[src/sv/triangle_tangent_frame_defines.svh]
// Assertion macros shared by the triangle tangent frame RTL.
`ifndef TRIANGLE_TANGENT_FRAME_DEFINES_SVH
`define TRIANGLE_TANGENT_FRAME_DEFINES_SVH

// Same-cycle implication, sampled on clk, off while in reset.
`define TTF_ASSERT_NOW(lbl, ante, cons, msg) \
    lbl: assert property (@(posedge clk) disable iff (!rst_n) (ante) |-> (cons)) \
        else $error(msg);

// Next-cycle implication, sampled on clk, off while in reset.
`define TTF_ASSERT_NEXT(lbl, ante, cons, msg) \
    lbl: assert property (@(posedge clk) disable iff (!rst_n) (ante) |=> (cons)) \
        else $error(msg);

`endif

[src/sv/ttf_pkg.sv]
// Types and constants of the triangle tangent frame block.
`default_nettype none

package ttf_pkg;

    // Wide signed accumulator for det and raw frame vectors
    localparam int WIDE_W = 52;
    localparam int UNIT_W = 16;

    typedef struct packed {
        logic signed [23:0] pos_x;
        logic signed [23:0] pos_y;
        logic signed [23:0] pos_z;
        logic signed [23:0] tex_u;
        logic signed [23:0] tex_v;
    } in_t;

    typedef struct packed {
        logic signed [15:0] tangent_x;
        logic signed [15:0] tangent_y;
        logic signed [15:0] tangent_z;
        logic signed [15:0] binormal_x;
        logic signed [15:0] binormal_y;
        logic signed [15:0] binormal_z;
        logic signed [15:0] normal_x;
        logic signed [15:0] normal_y;
        logic signed [15:0] normal_z;
        logic               degenerate;
    } out_t;

    typedef logic signed [WIDE_W-1:0] wide_t;
    typedef wide_t [2:0]              wvec_t;
    typedef logic signed [UNIT_W-1:0] unit_t;
    typedef unit_t [2:0]              uvec_t;

    // Normalizer status back to the sequencer
    typedef struct packed {
        logic done;
        logic ok;
    } nrm_stat_t;

    // Result slots of the dot-difference sequence
    localparam logic [3:0] RES_DET = 4'd0;
    localparam logic [3:0] RES_TX  = 4'd1;
    localparam logic [3:0] RES_TY  = 4'd2;
    localparam logic [3:0] RES_TZ  = 4'd3;
    localparam logic [3:0] RES_BX  = 4'd4;
    localparam logic [3:0] RES_BY  = 4'd5;
    localparam logic [3:0] RES_BZ  = 4'd6;
    localparam logic [3:0] RES_NX  = 4'd7;
    localparam logic [3:0] RES_NY  = 4'd8;
    localparam logic [3:0] RES_NZ  = 4'd9;

    // Vector currently in the normalizer
    localparam logic [1:0] SEL_TAN = 2'd0;
    localparam logic [1:0] SEL_BIN = 2'd1;
    localparam logic [1:0] SEL_NRM = 2'd2;

    // Vertex position within a triangle
    localparam logic [1:0] PH_FIRST  = 2'd0;
    localparam logic [1:0] PH_SECOND = 2'd1;
    localparam logic [1:0] PH_THIRD  = 2'd2;

endpackage

`default_nettype wire

[src/sv/ttf_norm.sv]
// Bit-serial vector normalizer: scale, sum of squares, square root, divides.
`default_nettype none

module ttf_norm
    import ttf_pkg::*;
(
    input  wire logic      clk,
    input  wire logic      rst_n,
    input  wire logic      start,
    input  wire wvec_t     vec,
    input  wire logic      flip,
    output nrm_stat_t      stat,
    output uvec_t          unit
);

    typedef enum logic [8:0] {
        N_IDLE  = 9'b000000001,
        N_SHIFT = 9'b000000010,
        N_SQL   = 9'b000000100,
        N_SQ    = 9'b000001000,
        N_SQA   = 9'b000010000,
        N_SQRT  = 9'b000100000,
        N_DVL   = 9'b001000000,
        N_DIV   = 9'b010000000,
        N_DONE  = 9'b100000000
    } nstate_t;

    nstate_t                  state_reg, state_next;
    logic [2:0][WIDE_W-1:0]   mag_reg, mag_next;
    logic [2:0]               neg_reg, neg_next;
    logic [1:0]               idx_reg, idx_next;
    logic [4:0]               cnt_reg, cnt_next;
    logic [29:0]              sqa_reg, sqa_next;
    logic [59:0]              sqp_reg, sqp_next;
    logic [61:0]              sum_reg, sum_next;
    logic [32:0]              rem_reg, rem_next;
    logic [30:0]              root_reg, root_next;
    logic [15:0]              dvq_reg, dvq_next;
    uvec_t                    unit_reg, unit_next;
    logic                     ok_reg, ok_next;

    logic [WIDE_W-1:0]        abs_v [3];
    logic [30:0]              sq_sum;
    logic [32:0]              rt_rem2;
    logic [32:0]              rt_trial;
    logic [45:0]              dv_num;
    logic [32:0]              dv_r2;
    logic [32:0]              dv_d;
    logic [15:0]              dv_q;
    logic                     big;

    // Control registers
    always_ff @(posedge clk or negedge rst_n)
    begin
        if (!rst_n)
        begin
            state_reg <= N_IDLE;
        end
        else
        begin
            state_reg <= state_next;
        end
    end

    // Datapath registers
    always_ff @(posedge clk)
    begin
        mag_reg  <= mag_next;
        neg_reg  <= neg_next;
        idx_reg  <= idx_next;
        cnt_reg  <= cnt_next;
        sqa_reg  <= sqa_next;
        sqp_reg  <= sqp_next;
        sum_reg  <= sum_next;
        rem_reg  <= rem_next;
        root_reg <= root_next;
        dvq_reg  <= dvq_next;
        unit_reg <= unit_next;
        ok_reg   <= ok_next;
    end

    // Step arithmetic, one bit or one digit per cycle
    always_comb
    begin
        for (int i = 0; i < 3; i++)
        begin
            abs_v[i] = vec[i][WIDE_W-1] ? WIDE_W'(-vec[i]) : WIDE_W'(vec[i]);
        end
        big      = (|mag_reg[0][WIDE_W-1:30]) | (|mag_reg[1][WIDE_W-1:30])
                 | (|mag_reg[2][WIDE_W-1:30]);
        sq_sum   = {1'b0, sqp_reg[59:30]} + (sqp_reg[0] ? {1'b0, sqa_reg} : 31'd0);
        rt_rem2  = {rem_reg[30:0], sum_reg[61:60]};
        rt_trial = {root_reg, 2'b01};
        dv_num   = {1'b0, mag_reg[idx_reg][29:0], 15'd0} + {15'd0, root_reg};
        dv_r2    = {rem_reg[31:0], dvq_reg[15]};
        dv_d     = {1'b0, root_reg, 1'b0};
        dv_q     = {dvq_reg[14:0], dv_r2 >= dv_d};
    end

    // Sequencer
    always_comb
    begin
        state_next = state_reg;
        mag_next   = mag_reg;
        neg_next   = neg_reg;
        idx_next   = idx_reg;
        cnt_next   = cnt_reg;
        sqa_next   = sqa_reg;
        sqp_next   = sqp_reg;
        sum_next   = sum_reg;
        rem_next   = rem_reg;
        root_next  = root_reg;
        dvq_next   = dvq_reg;
        unit_next  = unit_reg;
        ok_next    = ok_reg;
        case (state_reg)
            N_IDLE:
            begin
                if (start)
                begin
                    for (int i = 0; i < 3; i++)
                    begin
                        mag_next[i] = abs_v[i];
                        neg_next[i] = vec[i][WIDE_W-1] ^ flip;
                    end
                    sum_next = '0;
                    idx_next = '0;
                    if ((abs_v[0] | abs_v[1] | abs_v[2]) == '0)
                    begin
                        ok_next    = 1'b0;
                        state_next = N_DONE;
                    end
                    else
                    begin
                        ok_next    = 1'b1;
                        state_next = N_SHIFT;
                    end
                end
            end
            // Bring the largest magnitude below 2^30
            N_SHIFT:
            begin
                if (big)
                begin
                    for (int i = 0; i < 3; i++)
                    begin
                        mag_next[i] = mag_reg[i] >> 1;
                    end
                end
                else
                begin
                    state_next = N_SQL;
                end
            end
            N_SQL:
            begin
                sqa_next   = mag_reg[idx_reg][29:0];
                sqp_next   = {30'd0, mag_reg[idx_reg][29:0]};
                cnt_next   = '0;
                state_next = N_SQ;
            end
            N_SQ:
            begin
                sqp_next = {sq_sum, sqp_reg[29:1]};
                cnt_next = cnt_reg + 5'd1;
                if (cnt_reg == 5'd29)
                begin
                    state_next = N_SQA;
                end
            end
            N_SQA:
            begin
                sum_next = sum_reg + {2'd0, sqp_reg};
                if (idx_reg == 2'd2)
                begin
                    rem_next   = '0;
                    root_next  = '0;
                    cnt_next   = '0;
                    state_next = N_SQRT;
                end
                else
                begin
                    idx_next   = idx_reg + 2'd1;
                    state_next = N_SQL;
                end
            end
            // Restoring square root, two radicand bits a cycle
            N_SQRT:
            begin
                sum_next = {sum_reg[59:0], 2'b00};
                if (rt_rem2 >= rt_trial)
                begin
                    rem_next  = rt_rem2 - rt_trial;
                    root_next = {root_reg[29:0], 1'b1};
                end
                else
                begin
                    rem_next  = rt_rem2;
                    root_next = {root_reg[29:0], 1'b0};
                end
                cnt_next = cnt_reg + 5'd1;
                if (cnt_reg == 5'd30)
                begin
                    idx_next   = '0;
                    state_next = N_DVL;
                end
            end
            // Rounded quotient a*16384/L, one quotient bit a cycle
            N_DVL:
            begin
                rem_next   = {3'd0, dv_num[45:16]};
                dvq_next   = dv_num[15:0];
                cnt_next   = '0;
                state_next = N_DIV;
            end
            N_DIV:
            begin
                rem_next = (dv_r2 >= dv_d) ? dv_r2 - dv_d : dv_r2;
                dvq_next = dv_q;
                cnt_next = cnt_reg + 5'd1;
                if (cnt_reg == 5'd15)
                begin
                    unit_next[idx_reg] = neg_reg[idx_reg] ? unit_t'(-dv_q) : unit_t'(dv_q);
                    if (idx_reg == 2'd2)
                    begin
                        state_next = N_DONE;
                    end
                    else
                    begin
                        idx_next   = idx_reg + 2'd1;
                        state_next = N_DVL;
                    end
                end
            end
            N_DONE:
            begin
                state_next = N_IDLE;
            end
            default:
            begin
                state_next = N_IDLE;
            end
        endcase
    end

    assign stat.done = (state_reg == N_DONE);
    assign stat.ok   = ok_reg;
    assign unit      = unit_reg;

endmodule

`default_nettype wire

[src/sv/triangle_tangent_frame.sv]
// Triangle tangent frame: top level with vertex capture and bit-serial product sequencer.
// One result per three vertices. The first two vertices of a triangle are captured and held;
// the third starts a computation that ends in the result (a degenerate triangle
// finishes earlier). Its length is set by the bit-serial multiplier (20 products,
// each: load, 25 shift-add steps, accumulate) and by the three passes of the
// normalizer (up to 19 scaling shifts for the tangent and binormal, then three
// squares, a square root and three divides). While it runs, in_ready is low; the result
// waits in an output register, and the first two vertices of the next triangle are
// taken even while it waits.
`default_nettype none
`include "triangle_tangent_frame_defines.svh"

module triangle_tangent_frame
    import ttf_pkg::*;
(
    input  wire logic  clk,
    input  wire logic  rst_n,
    input  wire logic  in_valid,
    output logic       in_ready,
    input  wire in_t   in_data,
    output logic       out_valid,
    input  wire logic  out_ready,
    output out_t       out_data
);

    typedef enum logic [6:0] {
        S_IDLE  = 7'b0000001,
        S_LOAD  = 7'b0000010,
        S_MUL   = 7'b0000100,
        S_ACC   = 7'b0001000,
        S_NGO   = 7'b0010000,
        S_NWAIT = 7'b0100000,
        S_FIN   = 7'b1000000
    } state_t;

    state_t                state_reg, state_next;
    logic [1:0]            phase_reg, phase_next;
    logic                  out_valid_reg, out_valid_next;
    out_t                  out_reg, out_next;
    in_t                   held_reg [2];
    logic signed [24:0]    e1_reg [3];
    logic signed [24:0]    e2_reg [3];
    logic signed [24:0]    du1_reg, dv1_reg, du2_reg, dv2_reg;
    logic [3:0]            ridx_reg, ridx_next;
    logic                  k_reg, k_next;
    logic [24:0]           mula_reg, mula_next;
    logic [49:0]           prod_reg, prod_next;
    logic                  mneg_reg, mneg_next;
    logic [4:0]            cnt_reg, cnt_next;
    wide_t                 acc_reg, acc_next;
    wide_t                 res_reg [10];
    wide_t                 res_wr;
    logic                  res_we;
    logic [1:0]            sel_reg, sel_next;
    logic                  degen_reg, degen_next;
    uvec_t                 t_reg, t_next;
    uvec_t                 b_reg, b_next;
    uvec_t                 n_reg, n_next;

    logic signed [24:0]    op_a, op_b;
    logic [25:0]           mul_sum;
    wide_t                 term;
    logic                  in_fire, third_fire;
    logic                  nrm_start;
    wvec_t                 nrm_vec;
    logic                  nrm_flip;
    nrm_stat_t             nrm_stat;
    uvec_t                 nrm_unit;

    function automatic logic signed [24:0] sx16(unit_t v);
        return {{9{v[15]}}, v};
    endfunction

    assign in_ready   = (state_reg == S_IDLE) && ((phase_reg != PH_THIRD) || !out_valid_reg);
    assign in_fire    = in_valid && in_ready;
    assign third_fire = in_fire && (phase_reg == PH_THIRD);
    assign out_valid  = out_valid_reg;
    assign out_data   = out_reg;

    // Control registers
    always_ff @(posedge clk or negedge rst_n)
    begin
        if (!rst_n)
        begin
            state_reg     <= S_IDLE;
            phase_reg     <= PH_FIRST;
            out_valid_reg <= 1'b0;
        end
        else
        begin
            state_reg     <= state_next;
            phase_reg     <= phase_next;
            out_valid_reg <= out_valid_next;
        end
    end

    // Vertex hold and edge / UV deltas on the third vertex
    always_ff @(posedge clk)
    begin
        if (in_fire && (phase_reg != PH_THIRD))
        begin
            held_reg[phase_reg[0]] <= in_data;
        end
        if (third_fire)
        begin
            e1_reg[0] <= 25'(held_reg[1].pos_x) - 25'(held_reg[0].pos_x);
            e1_reg[1] <= 25'(held_reg[1].pos_y) - 25'(held_reg[0].pos_y);
            e1_reg[2] <= 25'(held_reg[1].pos_z) - 25'(held_reg[0].pos_z);
            e2_reg[0] <= 25'(in_data.pos_x) - 25'(held_reg[0].pos_x);
            e2_reg[1] <= 25'(in_data.pos_y) - 25'(held_reg[0].pos_y);
            e2_reg[2] <= 25'(in_data.pos_z) - 25'(held_reg[0].pos_z);
            du1_reg   <= 25'(held_reg[1].tex_u) - 25'(held_reg[0].tex_u);
            dv1_reg   <= 25'(held_reg[1].tex_v) - 25'(held_reg[0].tex_v);
            du2_reg   <= 25'(in_data.tex_u) - 25'(held_reg[0].tex_u);
            dv2_reg   <= 25'(in_data.tex_v) - 25'(held_reg[0].tex_v);
        end
        if (res_we)
        begin
            res_reg[ridx_reg] <= res_wr;
        end
    end

    // Datapath registers
    always_ff @(posedge clk)
    begin
        out_reg   <= out_next;
        ridx_reg  <= ridx_next;
        k_reg     <= k_next;
        mula_reg  <= mula_next;
        prod_reg  <= prod_next;
        mneg_reg  <= mneg_next;
        cnt_reg   <= cnt_next;
        acc_reg   <= acc_next;
        sel_reg   <= sel_next;
        degen_reg <= degen_next;
        t_reg     <= t_next;
        b_reg     <= b_next;
        n_reg     <= n_next;
    end

    // Operand pair for each difference of products: first term minus second
    always_comb
    begin
        op_a = '0;
        op_b = '0;
        case (ridx_reg)
            RES_DET:
            begin
                op_a = k_reg ? du2_reg : du1_reg;
                op_b = k_reg ? dv1_reg : dv2_reg;
            end
            RES_TX:
            begin
                op_a = k_reg ? dv1_reg : dv2_reg;
                op_b = k_reg ? e2_reg[0] : e1_reg[0];
            end
            RES_TY:
            begin
                op_a = k_reg ? dv1_reg : dv2_reg;
                op_b = k_reg ? e2_reg[1] : e1_reg[1];
            end
            RES_TZ:
            begin
                op_a = k_reg ? dv1_reg : dv2_reg;
                op_b = k_reg ? e2_reg[2] : e1_reg[2];
            end
            RES_BX:
            begin
                op_a = k_reg ? du2_reg : du1_reg;
                op_b = k_reg ? e1_reg[0] : e2_reg[0];
            end
            RES_BY:
            begin
                op_a = k_reg ? du2_reg : du1_reg;
                op_b = k_reg ? e1_reg[1] : e2_reg[1];
            end
            RES_BZ:
            begin
                op_a = k_reg ? du2_reg : du1_reg;
                op_b = k_reg ? e1_reg[2] : e2_reg[2];
            end
            RES_NX:
            begin
                op_a = k_reg ? sx16(t_reg[2]) : sx16(t_reg[1]);
                op_b = k_reg ? sx16(b_reg[1]) : sx16(b_reg[2]);
            end
            RES_NY:
            begin
                op_a = k_reg ? sx16(t_reg[0]) : sx16(t_reg[2]);
                op_b = k_reg ? sx16(b_reg[2]) : sx16(b_reg[0]);
            end
            RES_NZ:
            begin
                op_a = k_reg ? sx16(t_reg[1]) : sx16(t_reg[0]);
                op_b = k_reg ? sx16(b_reg[0]) : sx16(b_reg[1]);
            end
            default:
            begin
                op_a = '0;
                op_b = '0;
            end
        endcase
    end

    // Shift-add step and signed product term
    always_comb
    begin
        mul_sum = {1'b0, prod_reg[49:25]} + (prod_reg[0] ? {1'b0, mula_reg} : 26'd0);
        term    = mneg_reg ? -wide_t'({2'b00, prod_reg}) : wide_t'({2'b00, prod_reg});
    end

    // Normalizer input: raw tangent, raw binormal or raw normal
    always_comb
    begin
        case (sel_reg)
            SEL_TAN: nrm_vec = {res_reg[RES_TZ], res_reg[RES_TY], res_reg[RES_TX]};
            SEL_BIN: nrm_vec = {res_reg[RES_BZ], res_reg[RES_BY], res_reg[RES_BX]};
            SEL_NRM: nrm_vec = {res_reg[RES_NZ], res_reg[RES_NY], res_reg[RES_NX]};
            default: nrm_vec = '0;
        endcase
        nrm_flip = (sel_reg != SEL_NRM) && res_reg[RES_DET][WIDE_W-1];
    end

    ttf_norm u_norm (
        .clk   (clk),
        .rst_n (rst_n),
        .start (nrm_start),
        .vec   (nrm_vec),
        .flip  (nrm_flip),
        .stat  (nrm_stat),
        .unit  (nrm_unit)
    );

    // Sequencer
    always_comb
    begin
        state_next     = state_reg;
        phase_next     = phase_reg;
        out_valid_next = out_valid_reg;
        out_next       = out_reg;
        ridx_next      = ridx_reg;
        k_next         = k_reg;
        mula_next      = mula_reg;
        prod_next      = prod_reg;
        mneg_next      = mneg_reg;
        cnt_next       = cnt_reg;
        acc_next       = acc_reg;
        sel_next       = sel_reg;
        degen_next     = degen_reg;
        t_next         = t_reg;
        b_next         = b_reg;
        n_next         = n_reg;
        res_we         = 1'b0;
        res_wr         = acc_reg + term;
        nrm_start      = 1'b0;

        if (out_valid_reg && out_ready)
        begin
            out_valid_next = 1'b0;
        end

        case (state_reg)
            S_IDLE:
            begin
                if (in_fire)
                begin
                    if (phase_reg == PH_THIRD)
                    begin
                        phase_next = PH_FIRST;
                        ridx_next  = RES_DET;
                        k_next     = 1'b0;
                        degen_next = 1'b1;
                        state_next = S_LOAD;
                    end
                    else
                    begin
                        phase_next = phase_reg + 2'd1;
                    end
                end
            end
            S_LOAD:
            begin
                mula_next  = op_a[24] ? 25'(-op_a) : 25'(op_a);
                prod_next  = {25'd0, (op_b[24] ? 25'(-op_b) : 25'(op_b))};
                mneg_next  = op_a[24] ^ op_b[24] ^ k_reg;
                cnt_next   = '0;
                state_next = S_MUL;
            end
            S_MUL:
            begin
                prod_next = {mul_sum, prod_reg[24:1]};
                cnt_next  = cnt_reg + 5'd1;
                if (cnt_reg == 5'd24)
                begin
                    state_next = S_ACC;
                end
            end
            S_ACC:
            begin
                if (!k_reg)
                begin
                    acc_next   = term;
                    k_next     = 1'b1;
                    state_next = S_LOAD;
                end
                else
                begin
                    res_we = 1'b1;
                    k_next = 1'b0;
                    if (ridx_reg == RES_BZ)
                    begin
                        sel_next   = SEL_TAN;
                        state_next = (res_reg[RES_DET] == '0) ? S_FIN : S_NGO;
                    end
                    else if (ridx_reg == RES_NZ)
                    begin
                        sel_next   = SEL_NRM;
                        state_next = S_NGO;
                    end
                    else
                    begin
                        ridx_next  = ridx_reg + 4'd1;
                        state_next = S_LOAD;
                    end
                end
            end
            S_NGO:
            begin
                nrm_start  = 1'b1;
                state_next = S_NWAIT;
            end
            S_NWAIT:
            begin
                if (nrm_stat.done)
                begin
                    if (!nrm_stat.ok)
                    begin
                        state_next = S_FIN;
                    end
                    else
                    begin
                        case (sel_reg)
                            SEL_TAN:
                            begin
                                t_next     = nrm_unit;
                                sel_next   = SEL_BIN;
                                state_next = S_NGO;
                            end
                            SEL_BIN:
                            begin
                                b_next     = nrm_unit;
                                ridx_next  = RES_NX;
                                k_next     = 1'b0;
                                state_next = S_LOAD;
                            end
                            SEL_NRM:
                            begin
                                n_next     = nrm_unit;
                                degen_next = 1'b0;
                                state_next = S_FIN;
                            end
                            default:
                            begin
                                state_next = S_FIN;
                            end
                        endcase
                    end
                end
            end
            S_FIN:
            begin
                if (degen_reg)
                begin
                    out_next            = '0;
                    out_next.degenerate = 1'b1;
                end
                else
                begin
                    out_next.tangent_x  = t_reg[0];
                    out_next.tangent_y  = t_reg[1];
                    out_next.tangent_z  = t_reg[2];
                    out_next.binormal_x = b_reg[0];
                    out_next.binormal_y = b_reg[1];
                    out_next.binormal_z = b_reg[2];
                    out_next.normal_x   = n_reg[0];
                    out_next.normal_y   = n_reg[1];
                    out_next.normal_z   = n_reg[2];
                    out_next.degenerate = 1'b0;
                end
                out_valid_next = 1'b1;
                state_next     = S_IDLE;
            end
            default:
            begin
                state_next = S_IDLE;
            end
        endcase
    end

    // Checks
    `TTF_ASSERT_NEXT(a_third_starts, third_fire, state_reg == S_LOAD, "third vertex did not start")
    `TTF_ASSERT_NOW(a_norm_done_wait, nrm_stat.done, state_reg == S_NWAIT, "stray normalizer done")
    `TTF_ASSERT_NOW(a_degen_zero, out_valid && out_data.degenerate, out_data.tangent_x == 16'sd0 && out_data.binormal_y == 16'sd0 && out_data.normal_z == 16'sd0, "degenerate result not zeroed")

endmodule

`default_nettype wire

[config.mk]
export PLATFORM = sky130hd
export DESIGN_NAME = triangle_tangent_frame
export DESIGN_NICKNAME = d
export VERILOG_FILES = /design/src/sv/ttf_pkg.sv /design/src/sv/ttf_norm.sv /design/src/sv/triangle_tangent_frame.sv
export VERILOG_INCLUDE_DIRS = /design/src /design/src/sv
export SDC_FILE = /design/constraint.sdc
export NUM_CORES = 2
export LEC_CHECK = 0
export BUFFER_PORTS_ARGS = -buffer_cell sky130_fd_sc_hd__buf_2
export CAP_MARGIN = 20
export CORE_AREA = 2 2 434 436
export DETAILED_ROUTE_END_ITERATION = 7
export DIE_AREA = 0 0 436 438
export PLACE_DENSITY = 0.75
export SLEW_MARGIN = 15
export SYNTH_ARGS = -nofsm -noshare
export SYNTH_HDL_FRONTEND = slang
export SYNTH_SLANG_ARGS = --single-unit
[constraint.sdc]
create_clock -name clk -period 31.3 [get_ports clk]
set_input_delay 6.26 -clock clk [delete_from_list [all_inputs] [get_ports clk]]
set_output_delay 6.26 -clock clk [all_outputs]
set_load 0.005 [all_outputs]
==> flow_summary_export.csv <==
group,metric,value,unit
clocking,clockBufferDepth,3,
grt,use_met2,49.65,%
layout,area_growth,11.17,%
floorplanning,start_util,54.66,%
grt,grt_pass1_wl,447400,um
floorplanning,fp.dieH,438,um
floorplanning,boundaryPins,271,
yosys,syn_inst,8828,
grt,grt_pass1_vias,70360,
critical_path,path_max_fanout,6,
timing,worst_pin_slew,1230,ps
routing,vias_per_cell,6.260,
yosys,yosysWarnings,0,
clocking,cts_tree,"done",
critical_path,cp.required,31910,ps
clocking,cts_buffers,197,
clocking,post_cts_buffers,0,
yosys,synth.distinct_cells,87,
floorplanning,dieArea,0.1910,mm2
critical_path,critPathKind,"input pin to flip-flop",
power,power.total,7.943,mW
routing,drc,0,
routing,wl_per_cell,26.02,um
floorplanning,coreArea,0.1866,mm2
timing,fmax,107.1,MHz
yosys,seq_area_frac_synth,56.00,%
layout,mostFrequentLayoutCell,"edfxtp_1",
routing,drt_iter0_drc,8336,
yosys,syn-num-nets,9445,
timing,max_slew_margin,16.36,%
layout,largest_reg_flops,520,
timing,fin_crit,9340,ps
clocking,cts_resized,0,
timing,grt_setup_unrepaired,"false",
worst_hold_path,holdCritPathClass,"flip-flop to flip-flop",
yosys,synth.avg_cell_area,11.55,um2
grt,grt_max_degree,147,
routing,detail-route-antenna-nets,0,
run_status,status,"finished, final reports clean",
clocking,clock_sinks,1905,
critical_path,ff2ff_path_depth,20,
grt,track_usage,31.24,%
timing,report.final.hold_viol_count,0,
critical_path,r2r_end,"res_reg[7][51]$_DFFE_PP_",
power,powerDensity,70.05,mW/mm2
power,leakagePower,41.46,nW
critical_path,cp-end-kind,"flip-flop",
critical_path,r2r-start,"prod_reg[8]$_DFFE_PP_",
placement,numPortBuffers,270,
layout,multi_input_comb_area,0.04251,mm2
critical_path,worstSetupStartpointType,"input pin",
placement,place_congestion,1.001,
yosys,synth_area,0.1020,mm2
layout,seqCellArea,0.05711,mm2
worst_hold_path,whs_path_depth,0,
layout,fillCellCount,14655,
timing,period_share,29.84,%
layout,final_core_util,60.76,%
worst_hold_path,hold_end,"n_reg[21]$_DFFE_PP_",
floorplanning,rows,159,
power,peakVddDrop,0.00005127,V
critical_path,r2r_setup_slack,23320,ps
floorplanning,die_w,436,um
critical_path,critical_path_arrival,9950,ps
clocking,clkTransAtPathRegs,60,ps
yosys,ys.flop_type,"edfxtp_1",
yosys,async_reset_ff_share,0.9974,%
worst_hold_path,min_from,"u_norm.unit[21]$_DFFE_PP_",
clocking,cts_hold_buf,0,
timing,finalSetupTns,0,ps
grt,met3_usage,4.926,%
grt,overflow,0,
layout,mostFrequentLayoutCells,"1,886 x edfxtp_1, 746 x nand2_1, 658 x nor2_1, 526 x o21ai_0, 520 x a21oi_1",
job,drv_cap,0,
clocking,cts-root-buf,"clkbuf_16",
layout,layout.nets,9712,
grt,gr-usage-met1,39.07,%
layout,drive_above_1_share,9.913,%
yosys,synth-edff-count,1886,
timing,setup_viol,0,
grt,grt_busiest_layer,"met2",
placement,dp_hpwl,226300,um
routing,wl,306800,um
clocking,insertion_delay,900,ps
yosys,ys_ff_latch,1905,
timing,timing.hold.ws,484.7,ps
routing,dr.pass1.iters,7,
timing,clock_skew,57.66,ps
clocking,cts-htree-levels,4,
grt,grt_antenna_before_repair,19,
routing,num_vias,73810,
timing,maxSlewViolCount,0,
[cell type report]
type | instances | share of cell area, %
clock buffers | 234 | 4.470
flip-flops and latches | 1905 | 50.37
repair buffers | 414 | 2.225
multi-input cells | 6211 | 37.49
clock inverters | 131 | 1.400
well taps | 2495 | 2.753
inverters | 366 | 1.212
diodes | 35 | 0.07724
[layer usage]
layer	up-vias	wire length (um)
met5	-	14
met4	4	25170
met3	720	24100
met2	3419	141200
met1	35917	116400
li1	33750	-
[cell families (layout without fill, tap and decap cells)]
family	count (synthesis)	after routing	synth area share, %
other	0	35	0
xor gates and xnor gates	654	654	5.623
AOI/OAI and AO/OA	2142	2142	13.71
adders and majority gates	493	493	6.166
muxes	399	399	4.021
buffers and inverters	712	1145	2.640
DFF	1905	1905	56.00
and+or+nand+nor	2523	2523	11.84
[worst max path at each step]
stage | endpoint | slack, ps | from
floorplan | ridx_reg[0]$_SDFFCE_PN0P_ | 3580 | in_valid
global placement | e2_reg[0][73]$_DFFE_PP_ | 21180 | in_data[49]
detailed placement | e2_reg[0][73]$_DFFE_PP_ | 21160 | in_data[49]
CTS | e2_reg[0][73]$_DFFE_PP_ | 22050 | in_data[49]
global route | e2_reg[0][73]$_DFFE_PP_ | 21700 | in_data[49]
finish | e2_reg[0][73]$_DFFE_PP_ | 21960 | in_data[49]
[report_power, final]
group          internal (mW)  switching, mW  total, mW  leakage, nW
sequential              3.24         0.0866       3.32         17.2
clock                   1.37           1.05       2.42         3.20
combinational          0.745           1.46       2.20         21.1
total                   5.35           2.59       7.94         41.5
[Yosys cell counts (26+ instances only)]
library cell,n,area [um2]
mux2_2,86,968.4
nand4_1,67,419.2
xor2_1,215,1883
edfxtp_1,1886,56630
nand3_1,164,820.8
nor2b_1,230,1439
o211ai_1,27,202.7
and3_1,54,337.8
a222oi_1,41,410.4
nor2_1,674,2530
clkbuf_1,270,1013
ha_1,477,5968
nor3_1,145,725.7
nand2_1,747,2804
a21oi_1,521,2608
o21ai_0,531,2658
nor4_1,85,531.8
a31oi_1,108,675.7
xnor2_1,438,3836
o31ai_1,56,420.4
o22ai_1,31,193.9
or2_2,29,181.4
a211oi_1,55,412.9
o21bai_1,51,382.9
or3_1,46,287.8
a21boi_0,34,255.2
o41ai_1,26,227.7
a22oi_1,76,570.6
a41oi_1,32,280.3
a22o_1,30,262.8
mux2i_1,313,3133
nand2b_1,72,450.4
o21a_1,54,405.4
buf_1,60,225.2
o2bb2ai_1,77,674.4
inv_1,365,1370
a21o_1,138,1036
and2_1,98,613.1
a221oi_1,46,402.9
[worst max-delay path, cell delays in order]
cell and delay, ps:
buf_2 130, ha_1 280, nor2b_1 120, o21ai_0 220
a21boi_0 160, o21ai_0 300, a211oi_1 160, o31ai_1 890
o211ai_1 250, a41oi_1 420, nor2b_1 80, o21ai_0 250
and2_1 210, o31ai_1 80, xor2_1 140
[through the flow]
step,instance area (um2),setup WS [ps],instances
2_1_floorplan,102000,3583,8828
3_3_place_gp,106500,21180,11381
3_5_place_dp,106600,21160,11384
4_1_cts,113200,22050,11749
5_1_grt,113400,21700,11787
6_report,113400,21960,11791
(Power assumes the default switching activity.)
